`src/rtl/ils_pkg.sv`:
```
package ils_pkg;

  localparam int DefDepth = 256;
  localparam int PosW     = 13;
  localparam int DataW    = 32;

  localparam logic [3:0] ReqAppend = 4'd0;
  localparam logic [3:0] ReqRemove = 4'd1;
  localparam logic [3:0] ReqInsert = 4'd2;
  localparam logic [3:0] ReqErase  = 4'd3;
  localparam logic [3:0] ReqSwap   = 4'd4;
  localparam logic [3:0] ReqRead   = 4'd5;
  localparam logic [3:0] ReqFirst  = 4'd6;
  localparam logic [3:0] ReqLast   = 4'd7;
  localparam logic [3:0] ReqClear  = 4'd8;
  localparam logic [3:0] ReqWrite  = 4'd9;

  typedef enum logic [2:0] {
    CELL_HOLD,
    CELL_LOAD,
    CELL_INSERT,
    CELL_ERASE,
    CELL_SWAP
  } cell_op_e;

  typedef struct packed {
    cell_op_e               op;
    logic [PosW-1:0]        pos_a;
    logic [PosW-1:0]        pos_b;
    logic [DataW-1:0]       value;
    logic [DataW-1:0]       value_b;
  } cell_cmd_t;

endpackage

```
`src/rtl/ils_cell.sv`:
```
module ils_cell #(
  parameter int INDEX = 0
) (
  input  logic                     clk_i,
  input  ils_pkg::cell_cmd_t       cmd_i,
  input  logic [ils_pkg::DataW-1:0] left_i,
  input  logic [ils_pkg::DataW-1:0] right_i,
  input  logic [ils_pkg::DataW-1:0] carry_a_i,
  input  logic [ils_pkg::DataW-1:0] carry_b_i,
  output logic [ils_pkg::DataW-1:0] data_o,
  output logic [ils_pkg::DataW-1:0] carry_a_o,
  output logic [ils_pkg::DataW-1:0] carry_b_o
);
  import ils_pkg::*;

  localparam logic [PosW-1:0] MyPos = PosW'(INDEX);

  logic [DataW-1:0] data_q, data_d;
  logic [DataW-1:0] carry_a_q, carry_b_q;
  logic [PosW-1:0]  pos_a_next;
  logic             hit_a, hit_b;

  assign pos_a_next = cmd_i.pos_a + PosW'(1);
  assign hit_a      = (cmd_i.pos_a == MyPos);
  assign hit_b      = (cmd_i.pos_b == MyPos);

  always_comb begin
    data_d = data_q;
    unique case (cmd_i.op)
      CELL_LOAD: begin
        if (hit_a) data_d = cmd_i.value;
      end
      CELL_INSERT: begin
        if (MyPos == pos_a_next) data_d = cmd_i.value;
        else if (MyPos > pos_a_next) data_d = left_i;
      end
      CELL_ERASE: begin
        if (MyPos >= cmd_i.pos_a) data_d = right_i;
      end
      CELL_SWAP: begin
        if (hit_a) data_d = cmd_i.value_b;
        else if (hit_b) data_d = cmd_i.value;
      end
      default: data_d = data_q;
    endcase
  end

  // carries walk toward cell 0, a selected cell keeps injecting its entry
  always_ff @(posedge clk_i) begin
    data_q    <= data_d;
    carry_a_q <= hit_a ? data_q : carry_a_i;
    carry_b_q <= hit_b ? data_q : carry_b_i;
  end

  assign data_o    = data_q;
  assign carry_a_o = carry_a_q;
  assign carry_b_o = carry_b_q;

endmodule

```
`config.mk`:
```
export PLATFORM = sky130hd
export DESIGN_NAME = ils_cell
export DESIGN_NICKNAME = d
export VERILOG_FILES = /design/src/rtl/ils_pkg.sv /design/src/rtl/ils_cell.sv
export SDC_FILE = /design/constraint.sdc
export NUM_CORES = 1
export LEC_CHECK = 0
export BUFFER_PORTS_ARGS = -buffer_cell sky130_fd_sc_hd__buf_2
export CAP_MARGIN = 40
export CORE_MARGIN = 10
export CORE_UTILIZATION = 41
export CTS_BUF_LIST = sky130_fd_sc_hd__clkbuf_8
export CTS_CLUSTER_DIAMETER = 80
export DETAILED_ROUTE_END_ITERATION = 10
export GPL_ROUTABILITY_DRIVEN = 0
export PLACE_DENSITY_LB_ADDON = 0.15
export SLEW_MARGIN = 30
export SYNTH_ARGS = -nofsm -noshare
export SYNTH_HDL_FRONTEND = slang
export SYNTH_SLANG_ARGS = --single-unit
export TNS_END_PERCENT = 30
```
`constraint.sdc`:
```
create_clock -name clk_i -period 2.6 [get_ports clk_i]
set_clock_uncertainty 0.1 [all_clocks]
set_input_delay 0.13 -clock clk_i [delete_from_list [all_inputs] [get_ports clk_i]]
set_output_delay 0.13 -clock clk_i [all_outputs]
set_load 0.02 [all_outputs]
```
==> impl_results.md, run 1 <==
* Vias per inst at 5.379
* TritonCTS Buffers at 9
* Total grt overflow at 0
* Largest net degree at the start of global routing at 41
* Crit path largest cell delay at 330 ps
* Worst rel slew slack at 57.18%
* Critical path endpoint category: flip-flop
* Gr usage total at 23.97%
* # IOs at 318
* FF+latch area at 2242 µm²
* Least-Margin Pin Slew at 642.3 ps
* Via Count at 6299
* Max-slew violation count at 0
* Outcome: complete, no violations
* Post-Syn Area at 5577 µm²
* Top_reg_cell synth: dfxtp_1
* Initial Utilization at 41.94%
* Fmax at 0.4734 GHz
* P&R area growth vs syn at 48.98%
* Layout Nets at 1212
* Max H-tree Level at 3
* Reg-to-reg setup timing slack at 1590 ps
* Worst hold path endpoint: data_o[21]
* Hold Crit Class: input pin to flip-flop
* Slowest CP cell: buf_4
* Number of synthesis warnings at 0
* DP Wirelength at 17270 µm
* Fin crit period at 2112 ps
* Synth Area in Adders at 0.4487%
* Wire length per cell at 20.08 µm
* PD cells at 456.2 nW/µm²
* Synth Instances at 622
* CP max FO at 24
* Max cap viols at 0
* Layout cells sized above 1 at 41.39%
* Core area at 13300 µm²
* Hold Crit Depth at 3
* Worst path cell trace: buf_2 -> ha_1 -> or3_1 -> a21oi_1 -> o21ai_0 -> nor4_4 -> buf_4 -> nor3b_1 -> nor3b_1
* Post-synth EDFFs at 32
* Simple-gate share of the synthesized area at 25.67%
* Worst EP required at 2630 ps
* Initial antenna violation count at 2
* Synth Register Bits at 96
* Initial DRC count at 544
* Placed instance count at 1089
* Part of the Yosys area used for sequential elements at 40.21%
* Final WL at 23510 µm
* Max VDD drop at 208.7 µV
* ANT nets after route at 0
* Min-Delay Startpoint: left_i[21]
* CP most frequent cell: nor3b_1
* Worst endpoint data arrival time at 2140 ps
* Crit share post-route at 81.24%
* Clock sinks at 96
* Critical path type: input pin to flip-flop
* Number of library cell types mapped by synthesis at 45
* Final setup fails at 0
* Root Driver: clkbuf_8
* Vias in the first global route at 6365
* First-pass GRT wire length at 35540 µm
* Clock-pin slew on the worst setup and hold paths at 100 ps
* Asr flop ratio synth at 0%
* Syn nets at 846
* Mux cell area share after synthesis at 12.41%
* CTS tree: yes
* Worst Setup Start Kind: input pin
* Fillcell total at 1139
* Synthesized area per cell at 8.966 µm²
* DRC viols at 0
* PortBufs at 317
* CTS Buffer Depth at 2
* Die width at 136.6 µm
* Worst reg2reg startpoint: data_o[0]
* Fin cells at 1171
* RSZ-0062 raised after global routing: false
* Die Span Y at 136.6 µm
* R2R cell count at 1
* Initial DRT Pass Iterations at 6
* XOR/XNOR share of the synthesized area at 0.4712%
* Hold Vio Cnt, Final at 0
* Synth Area in Compound Gates at 16.40%
* Clk_lat worst skew at 370 ps
* Post_cts resized at 0
* P_leak at 3.592 nW
* Largest family of logic cells by synthesized area: simple AND/OR/NAND/NOR gates
* Die ar. at 18670 µm²
* TNS Setup at 0 ps
* Multi-input logic area at 3122 µm²
* Worst r2r dst: carry_b_o[0]
* Row count at 42
==> critical path: cells and delay by family <==
family | cells | cell delay, ps
fa+ha+maj | 1 | 260
simple gates | 4 | 940
compound gates | 2 | 340
buf+inv | 2 | 470
==> power breakdown <==
part,switching [mW],internal (mW)
combinational,0.483,0.422
clock,0.557,0.641
sequential,0.0412,1.65
==> metal layers <==
layer  share of wire [%]  up-vias  GRT usage (%)
li1                    -     3056              -
met1                  38     2891          27.87
met2                  50      322          41.51
met3                  10       28          6.635
met4                 1.9        2          7.929
met5               0.034        -              0
==> cell usage after synthesis, types with 2 or more instances <==
| cell type | n | area (µm²) |
|---|---|---|
| buf_6 | 6 | 67.56 |
| mux2_2 | 33 | 371.6 |
| nor3b_1 | 52 | 390.4 |
| nor2_1 | 43 | 161.4 |
| buf_4 | 2 | 15.01 |
| o21ai_1 | 7 | 35.03 |
| clkbuf_1 | 39 | 146.4 |
| a21oi_1 | 35 | 175.2 |
| o21a_1 | 2 | 15.01 |
| a221oi_1 | 31 | 271.5 |
| and2_1 | 2 | 12.51 |
| o21ai_0 | 25 | 125.1 |
| nor3b_2 | 12 | 150.1 |
| edfxtp_1 | 32 | 960.9 |
| nor3_1 | 35 | 175.2 |
| o22ai_1 | 32 | 200.2 |
| ha_1 | 2 | 25.02 |
| a31oi_1 | 3 | 18.77 |
| mux2i_1 | 32 | 320.3 |
| inv_1 | 3 | 11.26 |
| nor4_1 | 3 | 18.77 |
| nand4_1 | 4 | 25.02 |
| xor2_1 | 3 | 26.28 |
| nand2_1 | 100 | 375.4 |
| dfxtp_1 | 64 | 1281 |
==> area by class of cell <==
type	count	share of cell area, %
diodes	2	0.06024
clock buffers	9	1.491
clock inverters	7	1.401
inverters	3	0.1355
multi-input cells	475	37.58
flip-flops and latches	96	26.99
well taps	176	2.651
repair buffers	403	29.70
==> logic make-up after synthesis <==
group                      after synthesis
AOI/OAI and AO/OA                      143
xor gates and xnor gates                 3
adders and majority gates                2
buffers and inverters                   51
DFF                                     96
muxes                                   65
and+or+nand+nor                        262
==> cells in the final DEF, fill, tap and decap left out, types with 2 or more instances in the layout <==
| cell | netlist | layout |
|---|---|---|
| a21oi_1 | 35 | 35 |
| a221oi_1 | 31 | 31 |
| a31oi_1 | 3 | 3 |
| and2_1 | 2 | 2 |
| buf_12 | 0 | 6 |
| buf_2 | 0 | 317 |
| buf_4 | 2 | 16 |
| bufinv_16 | 0 | 3 |
| clkbuf_8 | 0 | 9 |
| dfxtp_1 | 64 | 64 |
| diode_2 | 0 | 2 |
| dlygate4sd3_1 | 0 | 64 |
| edfxtp_1 | 32 | 32 |
| ha_1 | 2 | 2 |
| inv_1 | 3 | 3 |
| inv_6 | 0 | 2 |
| mux2_2 | 33 | 33 |
| mux2i_1 | 32 | 32 |
| nand2_1 | 100 | 100 |
| nand4_1 | 4 | 4 |
| nor2_1 | 43 | 42 |
| nor3_1 | 35 | 35 |
| nor3b_1 | 52 | 51 |
| nor3b_2 | 12 | 13 |
| nor4_1 | 3 | 3 |
| o21a_1 | 2 | 2 |
| o21ai_0 | 25 | 25 |
| o21ai_1 | 7 | 7 |
| o22ai_1 | 32 | 32 |
| xor2_1 | 3 | 2 |
==> per-stage QoR <==
stage          power [mW]  cell area [µm²]  hold WS (ps)  setup slack [ps]  util (%)
2_1_floorplan       2.136             5578         129.0             308.8         -
3_3_place_gp        2.535             7422         214.0             169.2     55.83
3_5_place_dp        2.541             7422         216.2             127.7     55.83
4_1_cts             3.809             8303         56.57             480.4     62.45
5_1_grt             3.961             8305         70.88             270.6     62.47
6_report            3.790             8308         72.46             487.7     62.49
==> how the worst max path moves through the flow <==
stage	startpoint	end	slack, ps	cells past startpoint
finish	cmd_i[77]	data_o[29]	490	9
global route	cmd_i[77]	data_o[29]	270	9
CTS	cmd_i[77]	data_o[29]	480	9
detailed placement	cmd_i[77]	data_o[22]	130	9
global placement	cmd_i[77]	data_o[11]	170	9
floorplan	cmd_i[86]	data_o[0]	310	7
==> registers in the layout, indices dropped and copies added, names as in the netlist <==
name	cells
carry_a_o	32
carry_b_o	32
data_o	32
==> what timing repair did <==
item / 4_1_cts / 5_1_grt
hold endpoints to repair: 64 / 0
hold buffers: 64 / 0
setup buffers: 0 / 0
endpoints found under the setup margin: 0 / 0
No activity file was read; power rests on OpenSTA's default activity.
==> run 2: changes to the inputs <==
CORE_UTILIZATION = 46   (was 41)
clock period = 2.05 ns   (was 2.6 ns; I/O delays follow)
==> impl_results.md, run 2 (same netlist as run 1, synthesis figures left out) <==
* Crit path largest cell delay at 300 ps
* Least-Margin Pin Slew at 500.9 ps
* Fmax at 0.5006 GHz
* Critical path endpoint category: flip-flop
* Worst Setup Start Kind: input pin
* Place WS at -384.8 ps
* CTS Buffer Depth at 2
* # IOs at 318
* Hold WS at 27.51 ps
* Initial Utilization at 46.62%
* Total grt overflow at 0
* Layout Nets at 1250
* Layout cells sized above 1 at 45.49%
* Max VDD drop at 284.0 µV
* CP max FO at 5
* Final setup fails at 0
* Die width at 130.1 µm
* Initial DRT Pass Iterations at 6
* DRC viols at 0
* Worst EP required at 2150 ps
* Vias in the first global route at 7032
* Root Driver: clkbuf_8
* Hold Crit Class: input pin to flip-flop
* Die Span Y at 130.1 µm
* Row count at 40
* Worst endpoint data arrival time at 2100 ps
* Wire length per cell at 21.42 µm
* Final WL at 25360 µm
* Util after Layout at 73.43%
* CP most frequent cell: buf_4
* Vias per inst at 5.793
* Clock sinks at 96
* Max H-tree Level at 3
* Delay-heaviest family, CP: buffers and inverters
* PD cells at 524.7 nW/µm²
* TNS Setup at 0 ps
* P_leak at 3.809 nW
* Gr usage total at 27.60%
* Initial antenna violation count at 6
* TritonCTS Buffers at 9
* DP Wirelength at 18400 µm
* Largest net degree at the start of global routing at 34
* Crit share post-route at 97.45%
* PortBufs at 317
* First-pass GRT wire length at 36960 µm
* Via Count at 6859
* P&R area growth vs syn at 57.50%
* Slowest CP cell: o31a_1
* Worst path cell trace: clkbuf_4 -> buf_4 -> nand3_4 -> buf_4 -> o31a_1 -> a31oi_2 -> nor4_4 -> buf_6 -> clkbuf_16 -> buf_4 -> nor3b_2 -> nor3b_1
* Critical path type: input pin to flip-flop
* ANT nets after route at 0
* Clock-pin slew on the worst setup and hold paths at 100 ps
* Final worst setup slack at 52.31 ps
* Fillcell total at 883
* Max-slew violation count at 0
* Clk_lat worst skew at 390 ps
* Core area at 11960 µm²
* WP buf/inv at 6
* Most frequent cells in the layout: buf_2, nand2_1, dfxtp_1, dlygate4sd3_1, buf_4
* Max cap viols at 0
* Die ar. at 16930 µm²
* CTS tree: yes
* Total Power at 4.609 mW
* Hold Vio Cnt, Final at 0
* Initial DRC count at 637
* Outcome: complete, no violations
* Worst rel slew slack at 66.61%
* Most common cell after layout, fill and taps aside: buf_2
* Fin crit period at 1998 ps
-- run 2: timing repair --
item,CTS,global route
buffers inserted,0,2
gates resized for setup,0,15
endpoints found under the hold margin,64,0
setup endpoints to repair,0,41
hold buffers,64,0
-- run 2: metal layers --
metal | GRT usage (%) | routed length [µm] | share of wire, % | up-vias
met5 | 0 | 15 | 0.059 | -
met4 | 12.24 | 686 | 2.7 | 2
met3 | 7.505 | 2693 | 11 | 67
met2 | 49.55 | 13200 | 52 | 454
met1 | 29.62 | 8769 | 35 | 3206
li1 | - | - | - | 3130
-- run 2: final cells by class --
type	instances	area, µm²	share of cell area (%)
repair buffers	441	2883	32.82
inverters	3	11.26	0.1282
multi-input cells	475	3262	37.14
flip-flops and latches	96	2242	25.53
clock inverters	7	62.56	0.7123
clock buffers	9	123.9	1.410
diodes	6	15.01	0.1709
well taps	147	183.9	2.094
-- run 2: final timing paths --
check | from | end | slack [ps] | cells past startpoint
hold / removal | left_i[7] | data_o[7] | 30 | 3
hold reg to reg | data_o[12] | carry_a_o[12] | 410 | 2
setup / recovery | cmd_i[77] | data_o[15] | 50 | 12
setup reg to reg | data_o[13] | carry_b_o[13] | 1040 | 1
-- run 2: through the flow --
step / instance area, µm² / instances
after floorplan: 5664 / 622
after global placement: 7766 / 1093
after detailed placement: 7766 / 1093
after CTS: 8593 / 1173
after global routing: 8778 / 1182
final: 8783 / 1184
-- run 2: power by group --
part / internal, mW / total (mW) / switching (mW)
logic: 0.578 / 1.24 / 0.666
clock network: 0.464 / 1.23 / 0.763
registers: 2.09 / 2.14 / 0.0512
total: 3.13 / 4.61 / 1.48
-- run 2: worst min-delay path, stage by stage --
cell     delay, ps
buf_2           80
nor3_1          40
nor3b_1        170
==> run 3: changes to the inputs <==
CELL_PAD_IN_SITES_DETAIL_PLACEMENT = 1   (was default)
CELL_PAD_IN_SITES_GLOBAL_PLACEMENT = 1   (was default)
CORE_UTILIZATION = 32   (was 46)
clock period = 2.2 ns   (was 2.05 ns; I/O delays follow)
==> impl_results.md, run 3 (same netlist as run 1, synthesis figures left out) <==
* Via Count at 6701
* Worst Setup Start Kind: input pin
* Max-slew violation count at 0
* DP Wirelength at 21380 µm
* Outcome: complete, no violations
* Vias per inst at 5.339
* PD cells at 523.4 nW/µm²
* Fillcell total at 2140
* # IOs at 318
* Critical path endpoint category: flip-flop
* Max H-tree Level at 3
* Worst EP required at 2240 ps
* Worst rel slew slack at 71.18%
* Clock sinks at 96
* ANT nets after route at 0
* Hold Crit Class: input pin to flip-flop
* Fin cells at 1255
* Worst endpoint data arrival time at 2130 ps
* Crit path largest cell delay at 330 ps
* Initial DRT Pass Iterations at 4
* CP most frequent cell: nor3b_1
* Max cap viols at 0
* Most frequent cells in the layout: buf_2, nand2_1, dfxtp_1, dlygate4sd3_1, nor3b_1
* Row count at 48
* Clock-pin slew on the worst setup and hold paths at 100 ps
* Placed instance count at 1165
* Root Driver: clkbuf_8
* Most common cell after layout, fill and taps aside: buf_2
* TritonCTS Buffers at 9
* Total grt overflow at 0
* Worst path cell trace: buf_2 -> ha_1 -> or3_1 -> a21oi_1 -> o21ai_0 -> nor4_4 -> buf_12 -> nor3b_1 -> nor3b_1
* Slowest CP cell: or3_1
* Hold Vio Cnt, Final at 0
* P_leak at 3.724 nW
* # Post-CTS Setup Buffers at 0
* Die ar. at 23110 µm²
* CP max FO at 62
* CTS Buffer Depth at 2
* RSZ-0062 raised after global routing: true
* Final instance area at 8592 µm²
* Die width at 152.0 µm
* P&R area growth vs syn at 54.07%
* Vias in the first global route at 7580
* Largest net degree at the start of global routing at 63
* Least-Margin Pin Slew at 432.4 ps
* Final WL at 28710 µm
* Clk_lat worst skew at 380 ps
* Wire length per cell at 22.88 µm
* Initial antenna violation count at 11
* Critical path type: input pin to flip-flop
* DRC viols at 0
* Fin crit period at 2091 ps
* Final setup fails at 0
* Die Span Y at 152.0 µm
* Initial DRC count at 397
* DP Area at 7702 µm²
* Initial Utilization at 32.47%
* Util after Layout at 50.02%
* Core area at 17180 µm²
* Fmax at 0.4783 GHz
* First-pass GRT wire length at 43210 µm
* Layout cells sized above 1 at 43.04%
* Max VDD drop at 266.2 µV
* Crit share post-route at 95.04%
* Layout Nets at 1239
* Gr usage total at 23.41%
* PortBufs at 317
* CTS tree: yes
==> run 3: cell type report <==
cell class / count / area (µm²) / area share [%]
repair buffers: 430 / 2670 / 31.08
flip-flops and latches: 96 / 2242 / 26.10
well taps: 225 / 281.5 / 3.277
diodes: 10 / 25.02 / 0.2912
clock inverters: 7 / 95.09 / 1.107
multi-input cells: 475 / 3143 / 36.58
inverters: 3 / 11.26 / 0.1311
clock buffers: 9 / 123.9 / 1.442
==> run 3: path summary, 6_finish.rpt <==
kind / from / end / slack [ps] / cells past startpoint
worst max-delay path: cmd_i[77] / data_o[9] / 110 / 9
worst max register to register: data_o[1] / carry_b_o[1] / 1150 / 1
worst min register to register: data_o[19] / carry_a_o[19] / 410 / 2
worst min-delay path: left_i[22] / data_o[22] / 50 / 3
==> run 3: layer usage <==
metal  share of wire [%]  GRT usage, %  vias to the layer above
met5               0.045             0                        -
met4                 2.8         11.37                        2
met3                 6.6         5.645                       50
met2                  51         41.52                      317
met1                  40         25.58                     3219
li1                    -             -                     3113
==> run 3: report_power, final <==
| group | leakage [nW] | total, mW | internal [mW] | switching, mW |
|---|---|---|---|---|
| clock | 0.115 | 1.35 | 0.646 | 0.705 |
| sequential | 0.832 | 2.00 | 1.94 | 0.0550 |
| combinational | 2.78 | 1.15 | 0.522 | 0.624 |
| total | 3.72 | 4.50 | 3.11 | 1.38 |
==> run 3: metrics by stage <==
step                setup slack, ps  TNS, ps  power (mW)  hold WS, ps
floorplan                     30.08        0       2.526        109.0
global route                 -14.66   -39.47       4.688        45.00
global placement             -124.8    -6627       3.028        195.0
CTS                           126.5        0       4.518        23.24
detailed placement           -295.2   -11610       3.080        200.4
finish                        109.2        0       4.497        48.45
==> run 3: worst max-delay path, delay by kind of cell <==
kind	cells	cell delay [ps]
AND/OR/NAND/NOR	4	940
buffers and inverters	2	420
AO/OA/AOI/OAI	2	380
adder cells (fa/ha/maj)	1	260
==> run 3: repair_timing <==
item,4_1_cts,5_1_grt
resized for setup,0,1
endpoints found under the hold margin,64,0
endpoints found under the setup margin,0,4
hold buffers,64,0
